File: src/hw/rtl/bspta_fifo.sv
// ----------------------------------------------------------------------------
// bspta_fifo
// Two-entry operation queue between the front and the back.
// ----------------------------------------------------------------------------
module bspta_fifo #(
  parameter int W = 8
) (
  input  logic         clk_i,
  input  logic         rst_ni,
  input  logic         push_i,
  input  logic [W-1:0] data_i,
  input  logic         pop_i,
  output logic [W-1:0] data_o,
  output logic         full_o,
  output logic         empty_o
);

  logic [W-1:0] ent_q [2];
  logic         wp_q, rp_q;
  logic [1:0]   cnt_q;

  assign full_o  = (cnt_q == 2'd2);
  assign empty_o = (cnt_q == 2'd0);
  assign data_o  = ent_q[rp_q];

  always_ff @(posedge clk_i or negedge rst_ni) begin
    if (!rst_ni) begin
      wp_q  <= 1'b0;
      rp_q  <= 1'b0;
      cnt_q <= 2'd0;
    end else begin
      if (push_i) wp_q <= ~wp_q;
      if (pop_i) rp_q <= ~rp_q;
      if (push_i && !pop_i) cnt_q <= cnt_q + 2'd1;
      else if (pop_i && !push_i) cnt_q <= cnt_q - 2'd1;
    end
  end

  always_ff @(posedge clk_i) begin
    if (push_i) ent_q[wp_q] <= data_i;
  end

endmodule

File: config.mk
export PLATFORM = sky130hd
export DESIGN_NAME = bspta_fifo
export DESIGN_NICKNAME = d
export VERILOG_FILES = /design/src/hw/rtl/bspta_fifo.sv
export SDC_FILE = /design/constraint.sdc
export NUM_CORES = 1
export LEC_CHECK = 0
export BUFFER_PORTS_ARGS = -buffer_cell sky130_fd_sc_hd__buf_4
export CAP_MARGIN = 20
export CORE_MARGIN = 3
export CORE_UTILIZATION = 48
export DETAILED_ROUTE_END_ITERATION = 10
export HOLD_SLACK_MARGIN = 0.08
export MAX_ROUTING_LAYER = met4
export PLACE_DENSITY = 0.8
export SLEW_MARGIN = 40
export SYNTH_ARGS = -nofsm -noshare
export SYNTH_HDL_FRONTEND = slang
export SYNTH_SLANG_ARGS = --single-unit
File: constraint.sdc
create_clock -name clk_i -period 1.5 [get_ports clk_i]
set_input_delay 0.225 -clock clk_i [delete_from_list [all_inputs] [get_ports clk_i]]
set_output_delay 0.225 -clock clk_i [all_outputs]
set_load 0.05 [all_outputs]
==> metrics.md <==
| Metric | Value |
|---|---|
| CTS buffer count | `3` |
| Maximum clock path buffer count | `2` |
| I/O pin count | `22` |
| Register area | `581.8 µm²` |
| Layout area overhead | `36.04%` |
| Crit path kind | `reg2out` |
| Cells after Synth | `41` |
| Setup crit start kind | `register` |
| Pleak | `0.4337 nW` |
| Min-Delay Startpoint | `data_i[6]` |
| CTS root buf | `clkbuf_4` |
| Clk_lat worst skew | `290 ps` |
| Area fraction of the dominant cell type after synthesis | `0.6234` |
| CP cell instances | `buf_6 -> mux2_4 -> buf_8` |
| Setup_tns | `-145.2 ps` |
| Vias | `414` |
| Minimum clock period | `1532 ps` |
| Layout Utilization | `0.7496` |
| Slowest cell on crit path | `dfrtp_2` |
| WHS Path Cells | `1` |
| Initial core utilization | `0.5510` |
| Core Box Area | `1399 µm²` |
| Combinational power share | `0.510` |
| Final worst path period share | `1.021` |
| First-pass GRT wire length | `~2000 µm` |
| Fin. max-slew vios | `0` |
| Largest area contributor in the netlist | `edfxtp_1` |
| Critical Path AT | `between 1000 and 1500 ps` |
| Cell family with the largest share of critical-path delay | `flip-flops` |
| Total gr overflow | `0` |
| Residual DRC count | `0` |
| Maximum net fanout on the critical path | `5` |
| Synth area leaders | `edfxtp_1 (62%), dfrtp_1 (13%), mux2_2 (12%)` |
| RSZ-0062 raised after global routing | `yes` |
| Max Cap Viol | `0` |
| CP peak stage delay | `430 ps` |
| Sequential fraction of the synthesis area | `0.7532` |
| Yosys warns | `0` |
| Worst Reg-to-Reg Cells | `1` |
| Sw Share | `0.3998` |
| Final net count | `84` |
| Antenna cells | `0` |
| Share of cells above drive strength 1 | `0.5429` |
| Mapped Nets | `54` |
| Clk sink count | `20` |
| Die Wd | `46.07 µm` |
| Total GRT Usage | `0.1419` |
| Initial detailed-routing violation count | `4` |
| Reg2reg end | `ent_q[1][2]$_DFFE_PP_` |
| R2R setup slack | `390 ps` |
| Failing checks | `negative setup slack` |
| Worst-path clk slew | `110 ps` |
| Post-synth top cells | `edfxtp_1 (16), mux2_2 (8), dfrtp_1 (4), xor2_1 (4), nor2_1 (2)` |
| Drt wl/cell | `14.22 µm` |
| DRT Wirelength | `1209 µm` |
| First-pass DRT Iterations | `2` |
| Relative slew slack | `0.7412` |
| Footprint of the multi-input gates | `178.9 µm²` |
| Internal power | `around 1.3 mW` |
| Async set-reset flop share out of synthesis | `0.2000` |
| CTS tree | `built` |
| HPWL after detailed placement | `roughly 870 µm` |
| H-tree lvl count | `1` |
| Worst path required time | `1270 ps` |
| Vias in the first global route | `436` |
| # port buffers | `21` |
| Row count | `13` |
| Hold Path Class | `in2reg` |
| Setup WS post-layout | `-32.16 ps` |
| Clock power frac | `0.113` |
| Prevailing post-synth register cell | `edfxtp_1` |
| Distinct cell type count after synthesis | `12` |
| Outcome | `complete, but fails checks` |
| Height of the die | `46.07 µm` |
| Antenna violations before repair | `0` |
| Syn Area/Cell | `18.80 µm²` |
| EDFF count, synth | `16` |
| Hold Fails Final Rpt | `0` |
| Sequential share of power | `0.376` |
| Worst Hold End | `ent_q[0][6]$_DFFE_PP_` |
| Tightest Pin Transition | `approximately 390 ps` |
| Pin count of the biggest net entering global routing | `12` |
| Stages on worst setup path | `3` |
| DR vias/cell | `4.871` |
| Setup Viol. Count Final | `8` |
| #FFs+latches synth | `20` |
| Worst r2r src | `wp_q$_DFFE_PN0P_` |
| Die area | `2122 µm²` |
| Pre-CTS WS | `121.3 ps` |
| CP endpoint kind | `output port` |
| NetSw | `between 0.8 and 0.9 mW` |
| Synthesized cell area | `about 770 µm²` |
| Worst path bufs/invs | `2` |
| Worst Skew | `4.830 ps` |
| Antenna viol nets, final | `0` |
| Final Wtd Congestion | `0.6665` |
| # fillers | `91` |
| Worst IR Drop VDD | `1.159 mV` |
| Most numerous cell in the Yosys netlist | `edfxtp_1` |
| FMAX | `652.7 MHz` |
| Pwr/cell area | `2100 nW/µm²` |
==> metal layers <==
layer / GRT usage / share of wire / vias up / wire length [µm]
met2: 0.2280 / 0.49 / 10 / 595
met4: 0.06818 / 0.0033 / 0 / 4
met1: 0.1624 / 0.45 / 196 / 544
li1: - / - / 206 / -
met3: 0.03906 / 0.054 / 2 / 65
met5: - / 0 / - / 0
==> cell type report <==
class / count / share of cell area
timing repair buffer: 26 / 0.2279
multi-input combinational: 19 / 0.1706
clock inverter: 1 / 0.003580
inverter: 1 / 0.003580
clock buffer: 3 / 0.02148
sequential: 20 / 0.5549
tap: 15 / 0.01790
==> flip-flops by register name, summed over array words and instances, names as in the netlist <==
register and cells:
wp_q 1, cnt_q 2, rp_q 1, ent_q 16
==> worst max path at each step <==
stage | startpoint | to | slack (ps)
2_1_floorplan | cnt_q[0]$_DFFE_PN0P_ | empty_o | 210
3_3_place_gp | rp_q$_DFFE_PN0P_ | data_o[5] | 150
3_5_place_dp | rp_q$_DFFE_PN0P_ | data_o[3] | 120
4_1_cts | rp_q$_DFFE_PN0P_ | data_o[4] | -30
5_1_grt | rp_q$_DFFE_PN0P_ | data_o[5] | -90
6_report | rp_q$_DFFE_PN0P_ | data_o[3] | -30
==> cell usage in the layout, fill, tap and decap left out, drive strengths merged <==
cell,netlist,layout
buf,1,25
edfxtp,16,16
mux2,8,8
xor2,4,4
dfrtp,4,4
clkbuf,0,3
nor2,2,2
inv,1,1
and2,1,1
and2b,1,1
nor2b,1,1
xnor2,1,1
ha,1,1
clkinv,0,1
dlygate4sd3,0,1
==> metrics by stage <==
stage	power, mW	cells	instance area, µm²	hold slack [ps]
global placement	1.785	78	950.9	24.50
finish	2.201	85	1049	108.9
CTS	2.191	85	1037	102.0
detailed placement	1.811	78	950.9	25.22
floorplan	1.547	41	770.7	-70.59
global route	2.308	85	1049	87.28
==> power groups by stage <==
stage          Sequential (mW)  Clock (mW)  Combinational, mW
2_1_floorplan            0.815           0              0.732
3_3_place_gp             0.866           0              0.919
3_5_place_dp             0.875           0              0.937
4_1_cts                  0.824       0.257               1.11
5_1_grt                  0.847       0.284               1.18
6_report                 0.829       0.249               1.12
==> cell families (layout without fill, tap and decap cells) <==
| family | Yosys count | in the layout | share of synthesized area |
|---|---|---|---|
| xor+xnor | 5 | 5 | 0.05682 |
| mux | 8 | 8 | 0.1169 |
| fa+ha+maj | 1 | 1 | 0.01623 |
| simple gates | 5 | 5 | 0.03735 |
| flops | 20 | 20 | 0.7533 |
| buf+inv | 2 | 31 | 0.01947 |
==> what timing repair did <==
item / CTS / global route
endpoints found under the setup margin: 8 / 8
hold buffers: 1 / 0
buffers inserted: 2 / 0
pin swaps: 0 / 0
hold endpoints to repair: 4 / 0
gates resized for setup: 12 / 3
Power figures use the tool's default switching activity.
