--- config.mk ---
export PLATFORM = sky130hd
export DESIGN_NAME = bspta_front
export DESIGN_NICKNAME = d
export VERILOG_FILES = /design/src/hw/rtl/bspta_pkg.sv /design/src/hw/rtl/bspta_front.sv
export SDC_FILE = /design/constraint.sdc
export NUM_CORES = 1
export LEC_CHECK = 0
export BUFFER_PORTS_ARGS = -buffer_cell sky130_fd_sc_hd__buf_2
export CAP_MARGIN = 40
export CORE_AREA = 2 2 169 171
export CTS_CLUSTER_SIZE = 24
export DETAILED_ROUTE_END_ITERATION = 12
export DIE_AREA = 0 0 171 173
export GPL_TIMING_DRIVEN = 0
export PLACE_DENSITY = 0.85
export SYNTH_ARGS = -nofsm -noshare
export SYNTH_HDL_FRONTEND = slang
export SYNTH_SLANG_ARGS = --single-unit
--- constraint.sdc ---
create_clock -name clk_i -period 3.4 [get_ports clk_i]
set_clock_uncertainty 0.15 [all_clocks]
set_input_delay 0 -clock clk_i [delete_from_list [all_inputs] [get_ports clk_i]]
set_output_delay 0 -clock clk_i [all_outputs]
set_load 0.03 [all_outputs]
--- src/hw/rtl/bspta_pkg.sv ---
// ----------------------------------------------------------------------------
// bspta_pkg
// Shared types and constants of the space partition tree archive.
// ----------------------------------------------------------------------------
package bspta_pkg;

  localparam int COORD_W = 32;
  localparam int FIT_W   = 64;
  localparam int AXIS_W  = 6;
  localparam int CHILD_W = 16;

  localparam logic CMD_SEARCH = 1'b0;
  localparam logic CMD_INSERT = 1'b1;

  localparam logic CFG_LOWER = 1'b0;
  localparam logic CFG_UPPER = 1'b1;

  localparam logic [1:0] STAT_SEARCH  = 2'd0;
  localparam logic [1:0] STAT_INSERT  = 2'd1;
  localparam logic [1:0] STAT_REFUSED = 2'd2;

  typedef struct packed {
    logic              cmd;
    logic [7:0]        leaf;
    logic [FIT_W-1:0]  fit;
  } op_t;

  typedef struct packed {
    logic                is_inner;
    logic [AXIS_W-1:0]   axis;
    logic [COORD_W-1:0]  smin;
    logic [COORD_W-1:0]  smax;
    logic [CHILD_W-1:0]  lchild;
    logic [CHILD_W-1:0]  rchild;
    logic [FIT_W-1:0]    fitness;
  } node_t;

  typedef struct packed {
    logic [7:0]          leaf;
    logic                empty;
    logic [5:0]          dim;
    logic [COORD_W-1:0]  lo;
    logic [COORD_W-1:0]  hi;
    logic [COORD_W-1:0]  coord;
    logic [FIT_W-1:0]    fit;
    logic [1:0]          status;
    logic                last;
  } res_t;

  typedef enum logic [3:0] {
    BK_IDLE,
    BK_DISPATCH,
    BK_SRD,
    BK_SEVAL,
    BK_ORD,
    BK_OEMIT,
    BK_ROOT,
    BK_IRD,
    BK_ICHK,
    BK_MRD,
    BK_MCMP,
    BK_SPLIT,
    BK_WPT,
    BK_WREC
  } back_state_e;

endpackage

--- src/hw/rtl/bspta_front.sv ---
// ----------------------------------------------------------------------------
// bspta_front
// Collects coordinates into the point buffer and queues complete operations.
// ----------------------------------------------------------------------------
module bspta_front import bspta_pkg::*; #(
  parameter int DIMENSIONS = 8
) (
  input  logic                             clk_i,
  input  logic                             rst_ni,
  input  logic                             start_i,
  input  logic                             full_i,
  input  logic                             command_i,
  input  logic [7:0]                       leaf_index_i,
  input  logic signed [31:0]               coordinate_i,
  input  logic signed [63:0]               fitness_i,
  input  logic                             last_coordinate_i,
  output logic                             push_o,
  output op_t                              op_o,
  output logic [DIMENSIONS*COORD_W-1:0]    point_o
);

  localparam int CW = $clog2(DIMENSIONS + 1);
  localparam int IW = (DIMENSIONS > 1) ? $clog2(DIMENSIONS) : 1;

  logic [COORD_W-1:0] pbuf_q [DIMENSIONS];
  logic [CW-1:0]      cnt_q;
  logic               acc, room;

  assign acc  = start_i && !full_i;
  assign room = (cnt_q < CW'(DIMENSIONS));

  assign push_o   = acc && last_coordinate_i;
  assign op_o.cmd  = command_i;
  assign op_o.leaf = leaf_index_i;
  assign op_o.fit  = fitness_i;

  // The point sent on includes the coordinate arriving with the last item, if the buffer still has room.
  always_comb begin
    for (int d = 0; d < DIMENSIONS; d++) begin
      if (acc && room && (cnt_q == CW'(d))) begin
        point_o[d*COORD_W +: COORD_W] = coordinate_i;
      end else begin
        point_o[d*COORD_W +: COORD_W] = pbuf_q[d];
      end
    end
  end

  always_ff @(posedge clk_i or negedge rst_ni) begin
    if (!rst_ni) begin
      cnt_q <= '0;
    end else if (acc) begin
      if (last_coordinate_i) cnt_q <= '0;
      else if (room) cnt_q <= cnt_q + CW'(1);
    end
  end

  always_ff @(posedge clk_i) begin
    if (acc && room) pbuf_q[cnt_q[IW-1:0]] <= coordinate_i;
  end

endmodule

==> results.json, run 1 <==
{
  "fill_cells": 2191,
  "drt_iter0_drc": 416,
  "rsz0062_at_grt": "no",
  "ys_seq_area_frac": 0.661,
  "hold_start": "fitness_i[50]",
  "slew_viol_final": 0,
  "clk_latency_ns": 0.53,
  "holdPathStages": 2,
  "cp.arrival_ns": 2.96,
  "max_stage_delay_ns": 0.58,
  "clk_pin_slew_ns": 0.06,
  "r2r_start": "cnt_q[3]$_DFFE_PN0P_",
  "yosys.area_share.simple": 0.0144,
  "layout.nets": 1225,
  "switching_power_uw": 1900,
  "setup_violations": 0,
  "cp_top_family": "buffers and inverters",
  "holdBufCountCts": 40,
  "worstSetupPathType": "reg -> out",
  "fmax_mhz": 322,
  "cp_max_fo": 10,
  "vias": 7528,
  "synth_warnings": 0,
  "synth_xor_area_frac": 0,
  "p_leak_uw": 0.00625,
  "track_usage": 0.215,
  "die_x_um": 171,
  "cp-end-kind": "primary output",
  "cts_made_buffers": 28,
  "gp_congestion": 0.789,
  "tightestPinTransition_ns": 0.733,
  "fin_area_sq_um": 15700,
  "tns_ns": 0,
  "port_buffers": 366,
  "hp-class": "in -> out",
  "r2r_end": "pbuf_q[0][14]$_DFFE_PP_",
  "timing.final.crit_share": 0.913,
  "core_sq_um": 27600,
  "power_density_nw_per_um2": 483,
  "post-place-ws_ns": 0.834,
  "rows": 61,
  "post_cts_buffers": 0,
  "power_frac_seq": 0.479,
  "grt_antenna_before_repair": 1,
  "p_int_uw": 5680,
  "cp_common_cell": "buf_2",
  "worstPathRequired_ns": 3.25,
  "status": "finished, final reports clean",
  "dieArea_sq_um": 29600,
  "drc_errors": 0,
  "avgRoutedWirePerCell_um": 22.0,
  "layout_common_cells": "buf_2, edfxtp_1, mux2_2",
  "pwr-share-comb": 0.137,
  "dp_hpwl_mm": 22.5,
  "overflow": 0,
  "antenna_left": 0,
  "path_cells": "ha_1 -> nor2b_1 -> and3_1 -> clkbuf_1 -> buf_2 -> mux2_2 -> buf_2",
  "drv_cap": 0,
  "critPathBufInv": 3,
  "peakVddDrop_mv": 0.324,
  "ctsResizeCount": 0,
  "finalWirelength_mm": 33.2,
  "synth_top_family_by_area": "multiplexers",
  "p_clk_frac": 0.384,
  "ys_ff_latch": 260,
  "cts_max_level": 1,
  "drive_gt1_frac": 0.680,
  "cts_sinks": 260,
  "final_common_cell": "buf_2",
  "muxShareOfSynthArea": 0.254,
  "synth_fa_ha_area_frac": 0.00425,
  "cts_tree": "yes",
  "cp_slowest_cell": "dfrtp_1",
  "synth_cells": 665,
  "drt_first_pass_iters": 4,
  "io_pins": 440,
  "setup_slack_ns": 0.295,
  "switching_share": 0.251,
  "min_to": "op_o[50]",
  "r2r_cells": 4,
  "relSlewSlack": 0.510,
  "synth_compound_area_frac": 0.00372,
  "layout-area-overhead-vs-synth_pct": 33.0,
  "viasPerCell": 4.98,
  "clockRootBuffer": "clkbuf_16",
  "fin_crit_ns": 3.11,
  "grt_max_degree": 22,
  "avgSynthCellArea_sq_um": 17.7,
  "grt_pass1_wl_mm": 47.4,
  "die_y_um": 173,
  "grt_pass1_vias": 7533,
  "critPathLaunchType": "register",
  "cts_buffer_depth": 3,
  "rrSetupSlack_ns": 0.85,
  "synth.distinct_cells": 26,
  "initial_core_util": 0.427,
  "netlist_area_sq_um": 11800,
  "hold_viol": 0,
  "synth_fp_nets": 779,
  "placed_area_sq_um": 14400
}
==> layer usage <==
metal	vias to the layer above	track usage	share of wire
li1	3374	-	-
met4	0	0.0653	0.027
met2	343	0.384	0.52
met5	-	0	0
met3	59	0.0483	0.073
met1	3752	0.257	0.38
==> stage by stage <==
| step | total power [uW] | utilization | hold WS, ns | instances |
|---|---|---|---|---|
| 5_1_grt | 7820 | 0.567 | 0.106 | 1511 |
| 4_1_cts | 7640 | 0.567 | 0.101 | 1510 |
| 6_report | 7580 | 0.567 | 0.0999 | 1511 |
| 2_1_floorplan | 4330 | - | -0.446 | 665 |
| 3_3_place_gp | 4650 | 0.510 | -0.343 | 1409 |
| 3_5_place_dp | 4700 | 0.521 | -0.337 | 1419 |
==> final cells by class <==
type,count,area [sq um],area share
plain buffers,104,731,0.0466
clock inverters,16,125,0.00798
repair buffers,416,2470,0.158
well taps,378,473,0.0302
flip-flops and latches,260,7790,0.497
multi-input cells,299,3330,0.212
diodes,1,2.50,0.000160
clock buffers,35,748,0.0477
inverters,2,7.51,0.000479
==> power groups by stage <==
stage          clock network [uW]  registers (uW)  logic, uW
3_3_place_gp                    0            3700        949
3_5_place_dp                    0            3700        999
6_report                     2910            3630       1040
5_1_grt                      3100            3640       1090
2_1_floorplan                   0            3690        637
4_1_cts                      2970            3630       1040
==> cell usage after synthesis <==
master | number | area [sq um]
a32o_1 | 1 | 10.0
a41oi_1 | 1 | 8.76
and2_1 | 1 | 6.26
and3_1 | 3 | 18.8
and4b_1 | 1 | 10.0
buf_2 | 17 | 85.1
buf_4 | 79 | 593
buf_6 | 3 | 33.8
clkbuf_1 | 5 | 18.8
dfrtp_1 | 4 | 100
edfxtp_1 | 256 | 7690
ha_1 | 4 | 50.1
inv_1 | 2 | 7.51
mux2_1 | 7 | 78.8
mux2_2 | 219 | 2470
mux2_4 | 30 | 450
nand2_1 | 5 | 18.8
nand2b_1 | 2 | 12.5
nand3_1 | 2 | 10.0
nand3b_1 | 1 | 7.51
nor2_1 | 9 | 33.8
nor2b_1 | 4 | 25.0
nor3_1 | 2 | 10.0
nor3b_1 | 1 | 7.51
o21ai_0 | 5 | 25.0
or4b_1 | 1 | 10.0
==> how the worst max path moves through the flow <==
stage | start | end | slack [ns] | depth (start not counted)
2_1_floorplan | cnt_q[3]$_DFFE_PN0P_ | pbuf_q[4][0]$_DFFE_PP_ | 0.55 | 3
3_3_place_gp | cnt_q[3]$_DFFE_PN0P_ | pbuf_q[7][18]$_DFFE_PP_ | -0.86 | 3
3_5_place_dp | cnt_q[3]$_DFFE_PN0P_ | pbuf_q[0][19]$_DFFE_PP_ | 0.83 | 4
4_1_cts | cnt_q[1]$_DFFE_PN0P_ | point_o[254] | 0.26 | 7
5_1_grt | cnt_q[1]$_DFFE_PN0P_ | point_o[254] | 0.09 | 7
6_report | cnt_q[1]$_DFFE_PN0P_ | point_o[254] | 0.29 | 7
==> worst register-to-register path, delay by kind of cell, from the launching register on <==
kind / cells / cell delay [ns]
buf+inv: 1 / 0.25
simple gates: 3 / 1.37
flops: 1 / 0.47
==> cell families (layout without fill, tap and decap cells) <==
| kind of cell | count (synthesis) | in the layout |
|---|---|---|
| compound gates | 7 | 7 |
| simple gates | 32 | 32 |
| mux | 256 | 256 |
| other cells | 0 | 1 |
| fa+ha+maj | 4 | 4 |
| buf+inv | 106 | 573 |
| flops | 260 | 260 |
==> registers in the layout (all words and copies together) (netlist names) <==
register and count:
pbuf_q 256, cnt_q 4
No activity file was read; power rests on OpenSTA's default activity.
==> run 2: changes to the inputs <==
--- a/config.mk
+++ b/config.mk
@@ -5,12 +5,12 @@
 export SDC_FILE = /design/constraint.sdc
 export NUM_CORES = 1
 export LEC_CHECK = 0
+export ABC_AREA = 1
 export BUFFER_PORTS_ARGS = -buffer_cell sky130_fd_sc_hd__buf_2
 export CAP_MARGIN = 40
-export CORE_AREA = 2 2 169 171
+export CORE_UTILIZATION = 43
 export CTS_CLUSTER_SIZE = 24
 export DETAILED_ROUTE_END_ITERATION = 12
-export DIE_AREA = 0 0 171 173
 export GPL_TIMING_DRIVEN = 0
 export PLACE_DENSITY = 0.85
 export SYNTH_ARGS = -nofsm -noshare
==> run 2 against run 1 <==
  * Register-to-register slack lost 0.05 ns
  * Non-clock buffer count is 92 higher
  * Die area increased by 1.3%
  * Clock power rose by 4%
  * Hold slack is essentially flat
  * Global-route usage rose by 11 points
  * Sequential power rose by 1%
  * Area after synthesis is 6.8% higher
  * Power increased by 15%
==> results.json, run 2 <==
{
  "r2r_end": "pbuf_q[2][7]$_DFFE_PP_",
  "crit_end": "point_o[80]",
  "clockRootBuffer": "clkbuf_16",
  "power_density_nw_per_um2": 528,
  "overflow": 0,
  "cp-end-kind": "primary output",
  "synth_fp_nets": 1403,
  "status": "finished, final reports clean",
  "track_usage": 0.330,
  "r2r_start": "cnt_q[3]$_DFFE_PN0P_",
  "rows": 62,
  "die_y_um": 173,
  "hp-class": "in -> out",
  "synth_top_area_cell": "edfxtp_1",
  "p_clk_frac": 0.349,
  "critPathLaunchType": "register",
  "fmax_mhz": 305,
  "async_flop_share": 0.0154,
  "p_leak_uw": 0.00739,
  "layout-area-overhead-vs-synth_pct": 30.4,
  "avgSynthCellArea_sq_um": 9.77,
  "drt_iter0_drc": 1421,
  "rrSetupSlack_ns": 0.80,
  "cts_sinks": 260,
  "synthMostInstantiatedCell": "nand2_1",
  "die_x_um": 173,
  "hold_viol": 0,
  "grt_max_degree": 27,
  "layout.nets": 1843,
  "power_frac_seq": 0.423,
  "synthTopCellsByCount": "nand2_1, edfxtp_1, nand3_1",
  "setup_violations": 0,
  "holdBufCountCts": 38,
  "switching_power_uw": 2830,
  "port_buffers": 366,
  "ys_ff_latch": 260,
  "antenna_left": 0,
  "netlist_area_sq_um": 12600,
  "timing.hold.ws_ns": 0.0996,
  "gp_congestion": 0.923,
  "layout_common_cells": "nand2_1, buf_2, edfxtp_1",
  "cts_made_buffers": 26,
  "synth_warnings": 0,
  "drt_first_pass_iters": 6,
  "final_common_cell": "nand2_1",
  "synth.distinct_cells": 20,
  "vias": 12300,
  "finalWirelength_mm": 50.9,
  "synth_edf_count": 256,
  "drv_cap": 0,
  "clk_pin_slew_ns": 0.07,
  "cts_max_level": 1,
  "p_int_uw": 5850,
  "fin_crit_ns": 3.28,
  "rsz0062_at_grt": "no",
  "timing.final.crit_share": 0.964,
  "switching_share": 0.326,
  "viasPerCell": 5.78,
  "synth_top_flop_cell": "edfxtp_1",
  "total_power_uw": 8670,
  "relSlewSlack": 0.454,
  "grt_pass1_vias": 11900,
  "cp.arrival_ns": 3.13,
  "synth_area_leaders": "edfxtp_1, nand2_1, nand4_1, nand3_1, buf_4",
  "drc_errors": 0,
  "drive_gt1_frac": 0.319,
  "fill_cells": 2318,
  "slew_viol_final": 0,
  "worstSetupPathType": "reg -> out",
  "cts_buffer_depth": 3,
  "synth_cells": 1289,
  "avgRoutedWirePerCell_um": 23.9,
  "initial_core_util": 0.437,
  "ctsResizeCount": 0,
  "clk_latency_ns": 0.53,
  "cp_max_fo": 10,
  "ys_seq_area_frac": 0.619,
  "grt_antenna_before_repair": 3,
  "worstPathRequired_ns": 3.25,
  "r2r_cells": 4,
  "pwr-share-comb": 0.228,
  "post_cts_buffers": 0,
  "critPathLaunch": "cnt_q[0]$_DFFE_PN0P_",
  "tns_ns": 0,
  "cts_tree": "yes",
  "grt_pass1_wl_mm": 73.0,
  "dp_hpwl_mm": 35.7,
  "yosysTopAreaCellShare": 0.611,
  "core_sq_um": 28800,
  "largest_reg_flops": 256,
  "io_pins": 440,
  "tightestPinTransition_ns": 0.820,
  "peakVddDrop_mv": 0.411,
  "dieArea_sq_um": 30000
}
run 2: area by class of cell:
cell class,count,area (sq um),share of cell area
clock inverter,18,204,0.0124
inverter,8,30.0,0.00183
antenna,1,2.50,0.000152
tap,384,480,0.0293
sequential,260,7790,0.474
timing repair buffer,412,2390,0.146
multi-input combinational,821,3700,0.225
clock buffer,30,687,0.0419
buffer,200,1130,0.0688
run 2: stage by stage:
step | cells | cell area [sq um] | util | worst slack [ns]
6_report | 2134 | 16400 | 0.570 | 0.122
5_1_grt | 2133 | 16400 | 0.570 | 0.0280
4_1_cts | 2133 | 16400 | 0.570 | 0.260
3_5_place_dp | 2047 | 15100 | 0.526 | 0.847
3_3_place_gp | 2039 | 14900 | 0.518 | -0.865
2_1_floorplan | 1289 | 12600 | - | 0.634
run 2: worst min path at each step:
stage,startpoint,depth (start not counted),end
CTS,fitness_i[23],2,op_o[23]
global placement,rst_ni,1,cnt_q[1]$_DFFE_PN0P_
finish,fitness_i[46],2,op_o[46]
floorplan,rst_ni,0,cnt_q[0]$_DFFE_PN0P_
detailed placement,rst_ni,1,cnt_q[1]$_DFFE_PN0P_
global route,fitness_i[31],2,op_o[31]
run 2: layer usage:
layer,up-vias,wire [um],GRT usage
met5,-,9,0
met4,2,3680,0.209
met3,271,6390,0.0770
met2,1148,24900,0.564
met1,5668,16000,0.373
li1,5239,-,-
run 2: power by group through the flow:
| stage | clock [uW] | combinational (uW) | sequential (uW) |
|---|---|---|---|
| global route | 3140 | 2050 | 3670 |
| finish | 3030 | 1980 | 3670 |
| CTS | 3010 | 1930 | 3660 |
| detailed placement | 0 | 1880 | 3730 |
| global placement | 0 | 1810 | 3740 |
| floorplan | 0 | 1150 | 3730 |
run 2: critical path, stage by stage, from the launching register on:
cell and delay (ns):
dfrtp_1 0.44, inv_1 0.20, ha_1 0.23, clkbuf_1 0.48
buf_1 0.52, nand4_1 0.16, nand2_1 0.28, buf_2 0.26
run 2: kinds of logic (layout without fill, tap and decap cells):
kind of cell	Yosys count	in the layout	share of synthesized area
buffers and inverters	208	668	0.0920
other	0	1	0
and+or+nand+nor	814	814	0.284
DFF	260	260	0.619
AOI/OAI and AO/OA	3	3	0.00119
adders and majority gates	4	4	0.00398
==> run 3: changes to the inputs <==
--- a/config.mk
+++ b/config.mk
@@ -12,7 +12,8 @@
 export CTS_CLUSTER_SIZE = 24
 export DETAILED_ROUTE_END_ITERATION = 12
 export GPL_TIMING_DRIVEN = 0
-export PLACE_DENSITY = 0.85
+export PLACE_DENSITY = 0.73
+export SLEW_MARGIN = 20
 export SYNTH_ARGS = -nofsm -noshare
 export SYNTH_HDL_FRONTEND = slang
 export SYNTH_SLANG_ARGS = --single-unit
==> constraint.sdc (replaced) <==
create_clock -name clk_i -period 3.53 [get_ports clk_i]
set_clock_uncertainty 0.15 [all_clocks]
set_input_delay 0 -clock clk_i [delete_from_list [all_inputs] [get_ports clk_i]]
set_output_delay 0 -clock clk_i [all_outputs]
set_load 0.03 [all_outputs]
==> run 3 against run 2 <==
  * Sequential cell count did not move
  * Hold slack barely moved
  * Sequential power fell by 4%
  * Die area unchanged
  * Via count shrank 3.3%
  * Largest cell class unchanged
==> results.json, run 3 (synthesis gave the netlist of run 2 again) <==
{
  "cp_slowest_cell": "buf_1",
  "clockRootBuffer": "clkbuf_16",
  "drc_errors": 0,
  "post-place-cells": 2048,
  "fin_crit_ns": 3.09,
  "io_pins": 440,
  "port_buffers": 366,
  "cts_tree": "yes",
  "grt_pass1_wl_mm": 69.6,
  "gp_congestion": 0.924,
  "r2r_cells": 4,
  "relSlewSlack": 0.451,
  "die_y_um": 173,
  "drt_first_pass_iters": 6,
  "tightestPinTransition_ns": 0.824,
  "ctsResizeCount": 0,
  "cp_top_family": "buffers and inverters",
  "max_stage_delay_ns": 0.56,
  "track_usage": 0.317,
  "dp_hpwl_mm": 35.2,
  "hold_viol": 0,
  "post_cts_buffers": 0,
  "layout_common_cells": "nand2_1, buf_2, edfxtp_1",
  "fill_cells": 2452,
  "layout-area-overhead-vs-synth_pct": 29.5,
  "worstSetupPathType": "reg -> out",
  "cts_max_level": 1,
  "cp.arrival_ns": 2.94,
  "status": "finished, final reports clean",
  "die_x_um": 173,
  "grt_pass1_vias": 11000,
  "viasPerCell": 5.59,
  "cp.depth": 7,
  "rsz0062_at_grt": "no",
  "overflow": 0,
  "clk_latency_ns": 0.54,
  "holdBufCountCts": 38,
  "final-seq-area_sq_um": 7790,
  "drv_cap": 0,
  "timing.final.crit_share": 0.876,
  "drive_gt1_frac": 0.317,
  "worstPathRequired_ns": 3.38,
  "layout.nets": 1844,
  "vias": 11900,
  "largest_reg_flops": 256,
  "rrSetupSlack_ns": 0.94,
  "fmax_mhz": 323,
  "setup_violations": 0,
  "grt_max_degree": 23,
  "cp_max_fo": 10,
  "power_density_nw_per_um2": 489,
  "cts_buffer_depth": 3,
  "cts_made_buffers": 26,
  "initial_core_util": 0.437,
  "r2r_start": "cnt_q[3]$_DFFE_PN0P_",
  "drt_iter0_drc": 1446,
  "cp-end-kind": "primary output",
  "avgRoutedWirePerCell_um": 23.0,
  "hp-class": "in -> out",
  "multi_input_area_sq_um": 3700,
  "critPathLaunch": "cnt_q[0]$_DFFE_PN0P_",
  "final_common_cell": "nand2_1",
  "slew_viol_final": 0,
  "fin_cells": 2133,
  "finalWirelength_mm": 49.0,
  "crit_end": "point_o[72]",
  "path_cells": "inv_1 -> ha_1 -> clkbuf_1 -> buf_1 -> nand4_1 -> nand2_1 -> buf_2",
  "peakVddDrop_mv": 0.393,
  "rows": 62,
  "final_util": 0.566,
  "critPathLaunchType": "register",
  "critPathBufInv": 4,
  "core_sq_um": 28800,
  "grt_antenna_before_repair": 1,
  "p_leak_uw": 0.00736,
  "antenna_left": 0,
  "dieArea_sq_um": 30000,
  "r2r_end": "pbuf_q[6][11]$_DFFE_PP_",
  "clk_pin_slew_ns": 0.06,
  "cts_sinks": 260
}
==> run 3: cell types whose count changed in the layout (fill, tap and decap cells not counted), moves of 2 or more <==
| cell | previous run | this run |
|---|---|---|
| buf_12 | 5 | 2 |
| buf_8 | 0 | 3 |
| bufinv_16 | 4 | 0 |
| clkbuf_1 | 66 | 68 |
| clkinv_2 | 5 | 8 |
| clkinvlp_4 | 4 | 1 |
==> run 3: report_power, final <==
part	total, uW	internal, uW	switching [uW]
logic	1890	442	1450
clock network	2550	1390	1160
registers	3530	3500	30.4
total	7970	5330	2640
==> run 3: layout make-up <==
cell class | instances | share of cell area
Sequential cell | 260 | 0.478
Timing Repair Buffer | 413 | 0.148
Buffer | 200 | 0.0692
Inverter | 8 | 0.00184
Multi-Input combinational cell | 821 | 0.227
Tap cell | 384 | 0.0295
Antenna cell | 1 | 0.000154
Clock inverter | 14 | 0.00438
Clock buffer | 32 | 0.0426
==> run 3: worst min path at each step <==
stage / cells after the start / slack [ns] / endpoint / from
2_1_floorplan: 0 / -0.45 / cnt_q[0]$_DFFE_PN0P_ / rst_ni
3_3_place_gp: 1 / -0.34 / cnt_q[3]$_DFFE_PN0P_ / rst_ni
3_5_place_dp: 1 / -0.33 / cnt_q[3]$_DFFE_PN0P_ / rst_ni
4_1_cts: 2 / 0.1 / op_o[21] / fitness_i[21]
5_1_grt: 2 / 0.10 / op_o[48] / fitness_i[48]
6_report: 2 / 0.1 / op_o[32] / fitness_i[32]
==> run 3: worst register-to-register path, stage by stage, from the launching register on <==
cell and delay [ns]:
dfrtp_1 0.49, nor2_2 0.45, nand2_1 0.35, nor2_4 0.61, buf_16 0.25
==> run 3: stage by stage <==
step                      setup slack (ns)  setup TNS, ns  hold WS [ns]  power [uW]  cell area (sq um)
after global placement              -0.703        -106.03        -0.338        5350              14900
after floorplan                      0.764              0        -0.446        4700              12600
final                                0.437              0        0.0995        7970              16300
after detailed placement             0.997              0        -0.333        5410              15200
after global routing                 0.364              0         0.103        8150              16300
after CTS                            0.503              0        0.0995        7930              16300
==> run 3: metal layers <==
metal,vias to the layer above,GRT usage,wire length (um)
li1,5244,-,-
met2,902,0.566,24900
met1,5638,0.371,16300
met5,-,0.0112,40
met3,137,0.0435,4910
met4,2,0.163,2810
